## src/hw/rtl/utc_pkg.sv

```systemverilog
// ----------------------------------------------------------------------------
// utc_pkg: shared definitions for the up-counting timer
// Command codes, register map, control bit positions and the item struct.
// ----------------------------------------------------------------------------
package utc_pkg;

	// counter width; the register bus stays 8 bits wide
	localparam int COUNT_WIDTH = 8;
	localparam int DATA_WIDTH  = 8;

	// command codes
	localparam logic [1:0] CMD_TICK  = 2'd0;
	localparam logic [1:0] CMD_READ  = 2'd1;
	localparam logic [1:0] CMD_WRITE = 2'd2;

	// register byte addresses
	localparam logic [7:0] ADDR_CONTROL = 8'h00;
	localparam logic [7:0] ADDR_COUNT   = 8'h04;
	localparam logic [7:0] ADDR_COMPARE = 8'h08;
	localparam logic [7:0] ADDR_STATUS  = 8'h0C;

	// control register bits
	localparam int CTRL_ENABLE_BIT = 0;
	localparam int CTRL_CMP_EN_BIT = 1;
	localparam int CTRL_OVF_EN_BIT = 2;

	// status register bits (write one to clear)
	localparam int STAT_CMP_BIT = 0;
	localparam int STAT_OVF_BIT = 1;

	typedef struct packed {
		logic [1:0]            command;
		logic [7:0]            address;
		logic [DATA_WIDTH-1:0] write_data;
	} utc_item_t;

endpackage

```

## src/hw/rtl/utc_in_reg.sv

```systemverilog
// ----------------------------------------------------------------------------
// utc_in_reg: input register stage
// Holds one accepted transfer; refills in the same cycle it drains.
// ----------------------------------------------------------------------------
module utc_in_reg
	import utc_pkg::*;
(
	input  logic      clk,
	input  logic      arst_n,
	input  logic      in_valid,
	output logic      in_ready,
	input  utc_item_t in_item,
	output logic      valid_s1,
	output utc_item_t item_s1,
	input  logic      take_s1
);

	assign in_ready = !valid_s1 || take_s1;

	always_ff @(posedge clk or negedge arst_n) begin
		if (!arst_n) begin
			valid_s1 <= 1'b0;
		end else if (in_ready) begin
			valid_s1 <= in_valid;
		end
	end

	// payload needs no reset
	always_ff @(posedge clk) begin
		if (in_valid && in_ready) begin
			item_s1 <= in_item;
		end
	end

endmodule

```

## src/hw/rtl/utc_core.sv

```systemverilog
// ----------------------------------------------------------------------------
// utc_core: timer registers and result register
// Decodes one item, updates count/flags/registers, registers the result.
// ----------------------------------------------------------------------------
module utc_core
	import utc_pkg::*;
(
	input  logic                  clk,
	input  logic                  arst_n,
	input  logic                  valid_s1,
	input  utc_item_t             item_s1,
	output logic                  take_s1,
	output logic                  out_valid,
	input  logic                  out_ready,
	output logic [DATA_WIDTH-1:0] read_data,
	output logic                  overflow_irq,
	output logic                  compare_irq
);

	localparam logic [COUNT_WIDTH-1:0] CNT_MAX = '1;
	localparam logic [COUNT_WIDTH-1:0] CNT_ONE = COUNT_WIDTH'(1);

	logic [DATA_WIDTH-1:0]  ctrl_q, ctrl_d;
	logic [COUNT_WIDTH-1:0] cnt_q, cnt_d;
	logic [DATA_WIDTH-1:0]  cmp_q, cmp_d;
	logic                   ovf_q, ovf_d;
	logic                   match_q, match_d;
	logic [DATA_WIDTH-1:0]  rd_d;
	logic [31:0]            cnt_wide;
	logic [31:0]            cmp_wide;
	logic [DATA_WIDTH-1:0]  cnt_byte;
	logic [COUNT_WIDTH-1:0] cmp_cnt;

	// result register drains or is empty
	assign take_s1 = valid_s1 && (!out_valid || out_ready);

	// width adapters between the 8-bit bus and the counter
	assign cnt_wide = 32'(cnt_q);
	assign cmp_wide = 32'(cmp_q);
	assign cnt_byte = cnt_wide[DATA_WIDTH-1:0];
	assign cmp_cnt  = cmp_wide[COUNT_WIDTH-1:0];

	always_comb begin
		ctrl_d  = ctrl_q;
		cnt_d   = cnt_q;
		cmp_d   = cmp_q;
		ovf_d   = ovf_q;
		match_d = match_q;
		rd_d    = '0;
		case (item_s1.command)
			CMD_TICK: begin
				if (ctrl_q[CTRL_ENABLE_BIT]) begin
					if (cnt_q == CNT_MAX) begin
						cnt_d = '0;
						if (ctrl_q[CTRL_OVF_EN_BIT]) begin
							ovf_d = 1'b1;
						end
					end else begin
						cnt_d = cnt_q + CNT_ONE;
						ovf_d = 1'b0;
					end
					match_d = ctrl_q[CTRL_CMP_EN_BIT] && (cnt_d == cmp_cnt);
				end
			end
			CMD_READ: begin
				case (item_s1.address)
					ADDR_CONTROL: rd_d = ctrl_q;
					ADDR_COUNT:   rd_d = cnt_byte;
					ADDR_COMPARE: rd_d = cmp_q;
					default:      rd_d = '0;
				endcase
			end
			CMD_WRITE: begin
				case (item_s1.address)
					ADDR_CONTROL: ctrl_d = item_s1.write_data;
					ADDR_COMPARE: cmp_d  = item_s1.write_data;
					ADDR_STATUS: begin
						if (item_s1.write_data[STAT_OVF_BIT]) begin
							ovf_d = 1'b0;
						end
						if (item_s1.write_data[STAT_CMP_BIT]) begin
							match_d = 1'b0;
						end
					end
					default: ;
				endcase
			end
			default: ;
		endcase
	end

	always_ff @(posedge clk or negedge arst_n) begin
		if (!arst_n) begin
			ctrl_q    <= '0;
			cnt_q     <= '0;
			cmp_q     <= '0;
			ovf_q     <= 1'b0;
			match_q   <= 1'b0;
			out_valid <= 1'b0;
		end else begin
			if (take_s1) begin
				ctrl_q  <= ctrl_d;
				cnt_q   <= cnt_d;
				cmp_q   <= cmp_d;
				ovf_q   <= ovf_d;
				match_q <= match_d;
			end
			if (take_s1) begin
				out_valid <= 1'b1;
			end else if (out_ready) begin
				out_valid <= 1'b0;
			end
		end
	end

	// result payload, loaded with the item that produced it
	always_ff @(posedge clk) begin
		if (take_s1) begin
			read_data    <= rd_d;
			overflow_irq <= ovf_d;
			compare_irq  <= match_d;
		end
	end

	// count moves only on a tick
	a_cnt_tick_only: assert property (@(posedge clk) disable iff (!arst_n)
		take_s1 && (item_s1.command != CMD_TICK) |=> $stable(cnt_q))
		else $error("count changed on a non-tick item");

	// only reads produce nonzero read data
	a_rd_zero: assert property (@(posedge clk) disable iff (!arst_n)
		take_s1 && (item_s1.command != CMD_READ) |=> (read_data == '0))
		else $error("read data nonzero for a non-read item");

	// overflow flag rises only on an enabled wrap
	a_ovf_rise: assert property (@(posedge clk) disable iff (!arst_n)
		!ovf_q && ovf_d && take_s1 |->
			(item_s1.command == CMD_TICK) && (cnt_q == CNT_MAX) &&
			ctrl_q[CTRL_OVF_EN_BIT])
		else $error("overflow flag set without a wrap");

	// after an enabled tick the compare flag tracks the match
	a_match: assert property (@(posedge clk) disable iff (!arst_n)
		take_s1 && (item_s1.command == CMD_TICK) && ctrl_q[CTRL_ENABLE_BIT] |=>
			(match_q == (ctrl_q[CTRL_CMP_EN_BIT] && (cnt_q == cmp_cnt))))
		else $error("compare flag does not track count match");

	// result register agrees with live flags right after an update
	a_flag_out: assert property (@(posedge clk) disable iff (!arst_n)
		take_s1 |=> (overflow_irq == ovf_q) && (compare_irq == match_q))
		else $error("result flags differ from status flags");

endmodule

```

## src/hw/rtl/up_timer_compare_overflow.sv

```systemverilog
// ----------------------------------------------------------------------------
// up_timer_compare_overflow: up-counting timer with compare/overflow flags
// Result path: input register, then result register (out_valid, read_data, irqs).
// Throughput: one item per cycle while out_ready keeps the result register draining.
// A result waiting on out_ready stalls the core; in_ready drops once the input
// register also holds an item.
// Reset (arst_n low, async): count, control, compare and flags cleared, both
// pipeline stages emptied.
// ----------------------------------------------------------------------------
module up_timer_compare_overflow
	import utc_pkg::*;
(
	input  logic                  clk,
	input  logic                  arst_n,
	// input channel: tick, register read or register write
	input  logic                  in_valid,
	output logic                  in_ready,
	input  logic [1:0]            command,
	input  logic [7:0]            address,
	input  logic [DATA_WIDTH-1:0] write_data,
	// result channel: one result per input item
	output logic                  out_valid,
	input  logic                  out_ready,
	output logic [DATA_WIDTH-1:0] read_data,
	output logic                  overflow_irq,
	output logic                  compare_irq
);

	utc_item_t in_item;
	utc_item_t item_s1;
	logic      valid_s1;
	logic      take_s1;

	// pack the bus fields into one item
	assign in_item.command    = command;
	assign in_item.address    = address;
	assign in_item.write_data = write_data;

	// stage 1: input register; takes a new transfer whenever it empties
	utc_in_reg u_in_reg (
		.clk      (clk),
		.arst_n   (arst_n),
		.in_valid (in_valid),
		.in_ready (in_ready),
		.in_item  (in_item),
		.valid_s1 (valid_s1),
		.item_s1  (item_s1),
		.take_s1  (take_s1)
	);

	// stage 2: register file, counter update and result register.
	// State commits at the same edge the result is captured, so items
	// see each other's effects in strict arrival order.
	utc_core u_core (
		.clk          (clk),
		.arst_n       (arst_n),
		.valid_s1     (valid_s1),
		.item_s1      (item_s1),
		.take_s1      (take_s1),
		.out_valid    (out_valid),
		.out_ready    (out_ready),
		.read_data    (read_data),
		.overflow_irq (overflow_irq),
		.compare_irq  (compare_irq)
	);

endmodule
```

## config.mk

```make
export PLATFORM = sky130hd
export DESIGN_NAME = up_timer_compare_overflow
export DESIGN_NICKNAME = d
export VERILOG_FILES = /design/src/hw/rtl/utc_pkg.sv /design/src/hw/rtl/utc_in_reg.sv /design/src/hw/rtl/utc_core.sv /design/src/hw/rtl/up_timer_compare_overflow.sv
export SDC_FILE = /design/constraint.sdc
export NUM_CORES = 1
export LEC_CHECK = 0
export ABC_AREA = 0
export BUFFER_PORTS_ARGS = -buffer_cell sky130_fd_sc_hd__clkbuf_2
export CAP_MARGIN = 40
export CORE_ASPECT_RATIO = 0.5
export CORE_MARGIN = 2
export CORE_UTILIZATION = 47
export CTS_CLUSTER_SIZE = 25
export DETAILED_ROUTE_END_ITERATION = 8
export PLACE_DENSITY = 0.69
export SLEW_MARGIN = 20
export SYNTH_ARGS = -nofsm -noshare
export SYNTH_HDL_FRONTEND = slang
export SYNTH_SLANG_ARGS = --single-unit
export TNS_END_PERCENT = 50
```

## constraint.sdc

```tcl
create_clock -name clk -period 2.1 [get_ports clk]
set_clock_uncertainty 0.1 [all_clocks]
set_input_delay 0.105 -clock clk [delete_from_list [all_inputs] [get_ports clk]]
set_output_delay 0.105 -clock clk [all_outputs]
set_load 0.05 [all_outputs]
```

Yosys cells after proc, flatten, opt, wreduce, memory -nomap -nowiden
Cells that the tools add are included.
{"block": "op_classes", "add_sub_neg": 1, "eq_ne": 7, "mux": 16, "reduce_logical": 13}
{"cell": "two-way mux 8 bit", "count": 3}
{"cell": "case mux 8 bit (3 select lines)", "count": 1}
{"cell": "== test 8 x 4 -> 1 bit (second input constant)", "count": 2}
{"cell": "two-way mux 1 bit", "count": 10}
{"cell": "AND reduction 3 bit", "count": 3}
{"cell": "adder 8 x 1 -> 8 bit (second input constant)", "count": 1}
{"cell": "== test 8 x 3 -> 1 bit (second input constant)", "count": 1}
{"cell": "== test 8 bit", "count": 1}
{"cell": "== test 8 bit (second input constant)", "count": 1}
{"cell": "logical NOT 8 bit", "count": 1}
{"cell": "case mux 1 bit (2 select lines)", "count": 2}
{"cell": "logical AND 1 bit", "count": 3}
{"cell": "== test 2 x 1 -> 1 bit (second input constant)", "count": 1}
{"cell": "== test 2 bit (second input constant)", "count": 1}
{"cell": "logical NOT 1 bit", "count": 2}
{"cell": "logical NOT 2 bit", "count": 1}
{"cell": "logical OR 1 bit", "count": 2}
{"cell": "nonzero test 2 bit", "count": 1}
{"block": "word_totals", "ff_bits": 56, "out_inout_bits": 12, "word_cells": 50}

Depth between registers and ports, before layout
Gate-level depths: netlist of run 1.
{"block": "depth", "depth_word": 8, "mapped_depth": 9, "mapped_depth_nobuf": 7}

Cells and area by module
From an unflattened synthesis of run 1, not the netlist that was laid out.
{"block": "unflattened", "hier_cells": 219, "area_unflattened_um2": 2682.6}
{"module": "utc_core", "instances": 1, "cells_per_inst": 197, "area_each_um2": 2088.3}
{"module": "utc_in_reg", "instances": 1, "cells_per_inst": 22, "area_each_um2": 594.3}

Worst setup path after synthesis of run 1
OpenSTA, ideal clock, no wires.
{"block": "synth_timing", "path_kind": "reg2reg", "from": "register u_core.out_valid", "to": "register u_core.cmp_q[0] (netlist: u_core.cmp_cnt[0])", "t_arrival_ns": 1.996, "path_slack_ns": -0.120, "stages_incl_launch_ff": 7, "path_buffers": 1, "path_cell_list": "dfrtp_1 -> nand2b_1 -> nand2_1 -> or4b_4 -> and2b_1 -> buf_4 -> mux2_2"}
{"block": "synth_between", "elab_chain_cells": 4}
{"element": "start, declared", "line_no": "utc_core.sv:13", "rtl": "output logic out_valid,"}
{"element": "start signal, assigned", "line_no": "utc_core.sv:99", "rtl": "out_valid <= 1'b0;"}
{"element": "start signal, assigned", "line_no": "utc_core.sv:109", "rtl": "out_valid <= 1'b1;"}
{"element": "start signal, assigned", "line_no": "utc_core.sv:111", "rtl": "out_valid <= 1'b0;"}
{"element": "logical NOT 1 bit", "line_no": "utc_core.sv:35", "rtl": "assign take_s1 = valid_s1 && (!out_valid || out_ready);"}
{"element": "logical OR 1 bit", "line_no": "utc_core.sv:35"}
{"element": "logical AND 1 bit", "line_no": "utc_core.sv:35"}
{"element": "AND reduction 3 bit (no line)"}
{"element": "end signal, assigned", "line_no": "utc_core.sv:104", "rtl": "cmp_q <= cmp_d;"}
{"element": "end, declared", "line_no": "utc_core.sv:25", "rtl": "logic [DATA_WIDTH-1:0] cmp_q, cmp_d;"}
No other way between the ends.
A chain may end at the register's enable or synchronous reset.

Worst setup path in the final report of run 1
{"block": "layout_timing", "from": "register, netlist name u_in_reg.item_s1[8]", "to": "register u_core.cmp_q[2] (netlist: u_core.cmp_cnt[2])"}
{"block": "layout_between", "elab_chain_cells": 2}
{"element": "== test 8 x 4 -> 1 bit", "line_no": "utc_core.sv:74", "rtl": "case (item_s1.address)"}
{"element": "AND reduction 3 bit (no line)"}
No other way between the ends.

==> summary.txt, run 1 <==
Hold Violations, Final: 0
CTS tree: done
CP startpoint kind: flip-flop
Final Max Tran Viols: 0
Routed WL: 6120 um
RSZ-0062 raised after global routing: yes
Logic pwr share: 9.7%
CTS clk-pin slew, worst paths: 70 ps
switching pwr: 0.538 mW
actual slew at the worst max-slew pin: 424 ps
DRT iter0 DRCs: 162
Yosys warning total: 0
pin count of the biggest net entering global routing: 29
fin crit share: 98.1%
internal power: 1.74 mW
Sw Share: 23.7%
ANT cells: 0
max_cap viols: 0
First-pass DRT Iterations: 4
CP bufs+invs: 1
kind of critical path: flip-flop to flip-flop
FMAX: 485 MHz
Clock Sinks: 56
routed vias: 2047
vias in the first global route: 2068
H-tree depth: 2
drt drc: 0
Ports: 34
maximum vdd ir drop: 0.421 mV
GR Overflow Total: 0
status: completed
TritonCTS Buffers: 5
Core ar.: 0.00549 mm2
path depth of the worst reg2reg path: 6
Std-Cell Rows: 19
initial antenna violation count: 0
CP peak stage delay: 500 ps
Seq/Total Area, Yosys: 57.6%
layout cells sized above 1: 33.6%
PD cells: 656 mW/mm2
share of total power in sequential cells: 54.0%
crit path cell chain: nor2_2, nand3_2, or4b_4, and2b_1, buf_12, mux2_2
Post-synth EDFFs: 28
synthesized area: 0.00268 mm2
syn_nets: 253
cell chosen for the clock root: clkbuf_16
CP endpoint kind: flip-flop
Worst path depth: 6
Pwr Total: 2.27 mW
Die Area: 0.00635 mm2
# port buffers: 33
Clk Latency, worst-skew pair: 290 ps
Post-synth top flop: edfxtp_1
Longest Clk Path Bufs: 2
Slew HR: 71.0%
Avg WL per Cell: 16.2 um
Leakage: 1.48 nW
initial core utilization: 48.8%
family with the most delay on the worst path: simple AND/OR/NAND/NOR gates
Clock Power Share: 36.3%
die extent in x: 111 um
#FFs+latches synth: 56
first-pass GRT wire length: 10400 um
vias per inst: 5.43
post-synthesis cell count: 230
CP required: 2180 ps
Core Util, Final: 63.1%
Post-synth ARST share: 50.0%
Distinct cells, synth: 50
final setup fails: 0
WHS Path Cells: 3
Tmin final: 2060 ps
Area Overhead vs Synth: 29.5%
post-place setup slack: -7.74 ps
worst setup margin: 39.3 ps
worst hold path type: input pin to flip-flop
mean area per synthesized cell: 11.6 um2
Die H: 57.4 um
CP max FO: 9
Layout Nets: 326
arrival time worst endpoint: 2140 ps
total track usage: 21.1%
GPL Wtd Cong: 0.896
DP HPWL: 4390 um
Slowest cell on crit path: or4b_4
DRT antenna net count: 0
what timing repair did:
item / in CTS / in global routing
resized for setup: 1 / 10
hold buffers: 20 / 0
pin swaps: 3 / 6
endpoints found under the setup margin: 5 / 17
setup buffers: 1 / 0
hold endpoints to repair: 47 / 0
power groups by stage:
| stage | combinational [mW] | clock (mW) | sequential [mW] |
|---|---|---|---|
| after floorplan | 0.0636 | 0 | 1.29 |
| after global placement | 0.179 | 0 | 1.25 |
| after detailed placement | 0.185 | 0 | 1.25 |
| after CTS | 0.214 | 0.835 | 1.23 |
| after global routing | 0.239 | 0.891 | 1.23 |
| final | 0.221 | 0.826 | 1.23 |
layer usage:
metal | global-route usage (%) | wire (um) | vias up
met5 | 0 | 0 | -
li1 | - | - | 970
met4 | 6.25 | 72 | 0
met1 | 29.4 | 2770 | 1001
met3 | 3.51 | 366 | 11
met2 | 34.9 | 2910 | 65
cell families after synthesis:
| family | synth area share [%] |
|---|---|
| compound gates | 8.32 |
| xor+xnor | 2.62 |
| fa+ha+maj | 0.467 |
| buf+inv | 3.79 |
| flops | 57.6 |
| mux | 9.72 |
| simple gates | 17.5 |
worst min-delay path, delay by kind of cell:
kind / cells / cell delay (ps)
buffers and inverters: 1 / 80
AND/OR/NAND/NOR: 2 / 190
metrics by stage:
step | cells | area, um2 | hold WS [ps] | setup TNS, ps
floorplan | 230 | 2690 | -291 | -26.1
global placement | 347 | 3060 | 90.8 | 0
detailed placement | 347 | 3060 | 105 | -7.74
CTS | 376 | 3420 | 29.6 | 0
global route | 377 | 3470 | 34.4 | -348
finish | 377 | 3470 | 22.9 | 0
layout make-up:
cell class                      count  area [um2]
Fill cell                         422        2020
Sequential cell                    56        1540
Multi-Input combinational cell    154        1060
Timing Repair Buffer               81         608
Clock buffer                        6         129
Tap cell                           73        91.3
Inverter                            5        18.8
Clock inverter                      2        16.3
registers in the layout, indices dropped and copies added (netlist names):
register,cells
u_core.match_q,1
u_in_reg.item_s1,18
u_core.cmp_cnt,8
u_core.overflow_irq,1
u_core.out_valid,1
u_core.ctrl_q,8
u_core.cnt_byte,8
u_core.read_data,8
u_core.ovf_q,1
u_in_reg.valid_s1,1
u_core.compare_irq,1
cell usage in the layout, fill, tap and decap left out, drive strengths merged, types with 2 or more instances in the layout:
cell / instances
nor2b: 2
nor4: 2
a21oi: 14
edfxtp: 28
nor3: 2
buf: 28
inv: 5
nand3: 6
dfrtp: 28
o21ai: 12
or2b: 2
dlygate4sd3: 20
nand2: 17
a31oi: 2
a21o: 2
or3b: 2
or4b: 2
nor2: 22
nand2b: 5
and3: 4
nand4: 6
xnor2: 8
mux2: 16
clkbuf: 39
and2b: 2
mux2i: 8
cells in the mapped netlist, types with 2 or more instances:
library cell / n / area share [%]
a21o_1: 2 / 0.56
a21oi_1: 14 / 2.6
a31oi_1: 2 / 0.47
and2b_1: 2 / 0.56
and3_1: 3 / 0.70
buf_2: 6 / 1.1
buf_4: 3 / 0.84
clkbuf_1: 5 / 0.70
dfrtp_1: 28 / 26
edfxtp_1: 28 / 31
inv_1: 5 / 0.70
mux2_2: 16 / 6.7
mux2i_1: 8 / 3.0
nand2_1: 17 / 2.4
nand2b_1: 5 / 1.2
nand3_1: 6 / 1.1
nand4_1: 6 / 1.4
nor2_1: 22 / 3.1
nor2b_1: 2 / 0.47
nor4_1: 2 / 0.47
o21ai_0: 11 / 2.1
or2b_2: 2 / 0.65
xnor2_1: 8 / 2.6
final timing paths:
| check | slack (ps) | end | from |
|---|---|---|---|
| worst max register to register | 40 | u_core.cmp_cnt[2] | u_in_reg.item_s1[8] |
| worst min register to register | 400 | u_core.ctrl_q[6] | u_in_reg.item_s1[6] |
| worst max-delay path | 40 | u_core.cmp_cnt[2] | u_in_reg.item_s1[8] |
| max in group asynchronous | 1510 | u_core.out_valid | arst_n |
| worst min-delay path | 20 | u_in_reg.valid_s1 | out_ready |
| min in group asynchronous | 40 | u_core.ctrl_q[3] | arst_n |
(Power assumes the default switching activity.)
==> run 2, diff against run 1 <==
Settings changed: GPL_TIMING_DRIVEN set to 0.
==> run 2 against run 1 <==
Compared with the run above:
- the flow now finishes with violations (negative setup slack)
- critical path type unchanged
- global-route usage shrank 0.58 points
- clock power increased by 2%
- die area unchanged
- largest cell class unchanged
- non-clock buffer count shrank 5
- worst setup slack worse by 160 ps
- sequential power barely moved
- largest power group unchanged
- critical path depth grew 1
==> summary.txt, run 2 (synthesis gave the netlist of run 1 again) <==
worst hold path type: input pin to flip-flop
ANT cells: 0 (unchanged)
pin count of the biggest net entering global routing: 29 (unchanged)
vias per inst: 5.62 (+3.6%)
actual slew at the worst max-slew pin: 781 ps (+356 ps)
fin crit share: 106% (+7.4 points)
H-tree depth: 2 (unchanged)
Layout Nets: 321 (-1.5%)
vias in the first global route: 2069 (+0.048%)
Area Overhead vs Synth: 31.5%
CP required: 2220 ps (+40 ps)
Pwr Total: 2.29 mW (+0.85%)
Avg WL per Cell: 17.9 um (+10%)
final setup fails: 2 (+2)
die extent in x: 111 um (unchanged)
DRT antenna net count: 0 (unchanged)
Routed WL: 6650 um (+8.7%)
maximum vdd ir drop: 0.422 mV (+0.24%)
GR Overflow Total: 0 (unchanged)
most common cell after layout, fill and taps aside: clkbuf_2
status: complete, but fails checks
Clk Latency, worst-skew pair: 300 ps (about the same)
Die H: 57.4 um (unchanged)
RSZ-0062 raised after global routing: yes
FMAX: 451 MHz (-7.0%)
kind of critical path: flip-flop to flip-flop
CTS clk-pin slew, worst paths: 70 ps (about the same)
drt drc: 0 (unchanged)
path depth of the worst reg2reg path: 7 (+1)
Hold Violations, Final: 0 (unchanged)
First-pass DRT Iterations: 4 (unchanged)
final hold slack: 15.6 ps (-7.26 ps)
initial antenna violation count: 0 (unchanged)
commonest cells after routing, fill and taps aside: clkbuf_2 (33), edfxtp_1 (28), dfrtp_1 (26)
CP max FO: 6 (-3)
first-pass GRT wire length: 10000 um (-3.3%)
Sw Share: 24.5% (+0.83 points)
DP HPWL: 4130 um (-5.9%)
max reg flops: 18 (unchanged)
setup TNS: -201 ps (-201 ps)
routed vias: 2092 (+2.2%)
Final Max Tran Viols: 0 (unchanged)
Leakage: 1.47 nW (-0.63%)
Tmin final: 2220 ps (+155 ps)
PD cells: 651 mW/mm2 (-0.69%)
dpl cells: 336 (-3.2%)
CP startpoint kind: flip-flop
# port buffers: 33 (unchanged)
arrival time worst endpoint: 2340 ps (+200 ps)
max_cap viols: 0 (unchanged)
internal power: 1.73 mW (-0.24%)
layout cells sized above 1: 34.8% (+1.2 points)
share of total power in sequential cells: 53.7% (-0.3 points)
failing checks: negative setup slack
Biggest register: u_in_reg.item_s1
Die Area: 0.00635 mm2 (unchanged)
cell chosen for the clock root: clkbuf_16
Non-Filler Instances: 372 (-1.3%)
total track usage: 20.5% (-0.58 points)
initial core utilization: 48.8% (unchanged)
worst setup margin: -116 ps (-155 ps)
Logic pwr share: 9.6% (about the same)
TritonCTS Buffers: 5 (unchanged)
Slew HR: 48.0% (-23 points)
Core ar.: 0.00549 mm2 (unchanged)
Longest Clk Path Bufs: 2 (unchanged)
Ports: 34 (unchanged)
Std-Cell Rows: 19 (unchanged)
switching pwr: 0.562 mW (+4.4%)
Clock Sinks: 56 (unchanged)
WHS Path Cells: 3 (unchanged)
Clock Power Share: 36.7% (+0.4 points)
CP endpoint kind: flip-flop
CTS tree: done
DRT iter0 DRCs: 189 (+17%)
GPL Wtd Cong: 0.936 (+4.4%)
==> run 2: metal layers <==
| layer | GRT usage [%] | share of wire (%) |
|---|---|---|
| met5 | 0 | 0 |
| met2 | 34.2 | 48 |
| met4 | 9.29 | 1.5 |
| met3 | 3.93 | 7.4 |
| met1 | 26.8 | 43 |
==> run 2: worst max-delay path, cell delays in order (launching register included) <==
cell and delay [ps]:
dfrtp_1 420, buf_6 150, and3_4 230, or2b_2 370, a211o_1 330, o221ai_1 90
nand4b_1 250, o21ai_1 200
==> run 2: worst paths after layout <==
check / startpoint / endpoint / slack (ps)
min in group asynchronous: arst_n / u_core.cmp_cnt[3] / 310
setup / recovery: u_core.cnt_byte[0] / u_core.match_q / -120
hold / removal: out_ready / u_core.out_valid / 20
setup reg to reg: u_core.cnt_byte[0] / u_core.match_q / -120
max in group asynchronous: arst_n / u_core.cnt_byte[1] / 1060
hold reg to reg: u_in_reg.item_s1[5] / u_core.cmp_cnt[5] / 400
==> run 2: cell type report <==
| cell class | instances | area (um2) |
|---|---|---|
| fill | 400 | 1970 |
| sequential | 56 | 1540 |
| multi-input combinational | 154 | 1180 |
| timing repair buffer | 63 | 457 |
| clock buffer | 5 | 125 |
| tap | 73 | 91.3 |
| buffer | 13 | 86.3 |
| clock inverter | 3 | 21.3 |
| inverter | 5 | 18.8 |
==> run 2: timing repair <==
item,CTS,global route
buffers inserted,2,7
pin swaps,5,18
setup endpoints to repair,11,25
gates resized for setup,10,25
gates cloned,0,1
hold endpoints to repair,47,0
hold buffers,20,0
==> run 2: power by group through the flow <==
stage	sequential, mW	clock, mW	combinational (mW)
floorplan	1.29	0	0.0636
global placement	1.25	0	0.167
detailed placement	1.25	0	0.171
CTS	1.23	0.846	0.202
global route	1.24	0.898	0.234
finish	1.23	0.843	0.219
==> run 2: per-stage QoR <==
| step | util (%) | area [um2] | worst slack (ps) |
|---|---|---|---|
| global route | 64.1 | 3520 | -114 |
| finish | 64.1 | 3520 | -116 |
| global placement | 53.6 | 2940 | -178 |
| floorplan | - | 2690 | -3.73 |
| CTS | 60.8 | 3340 | 0.903 |
| detailed placement | 53.6 | 2940 | -267 |
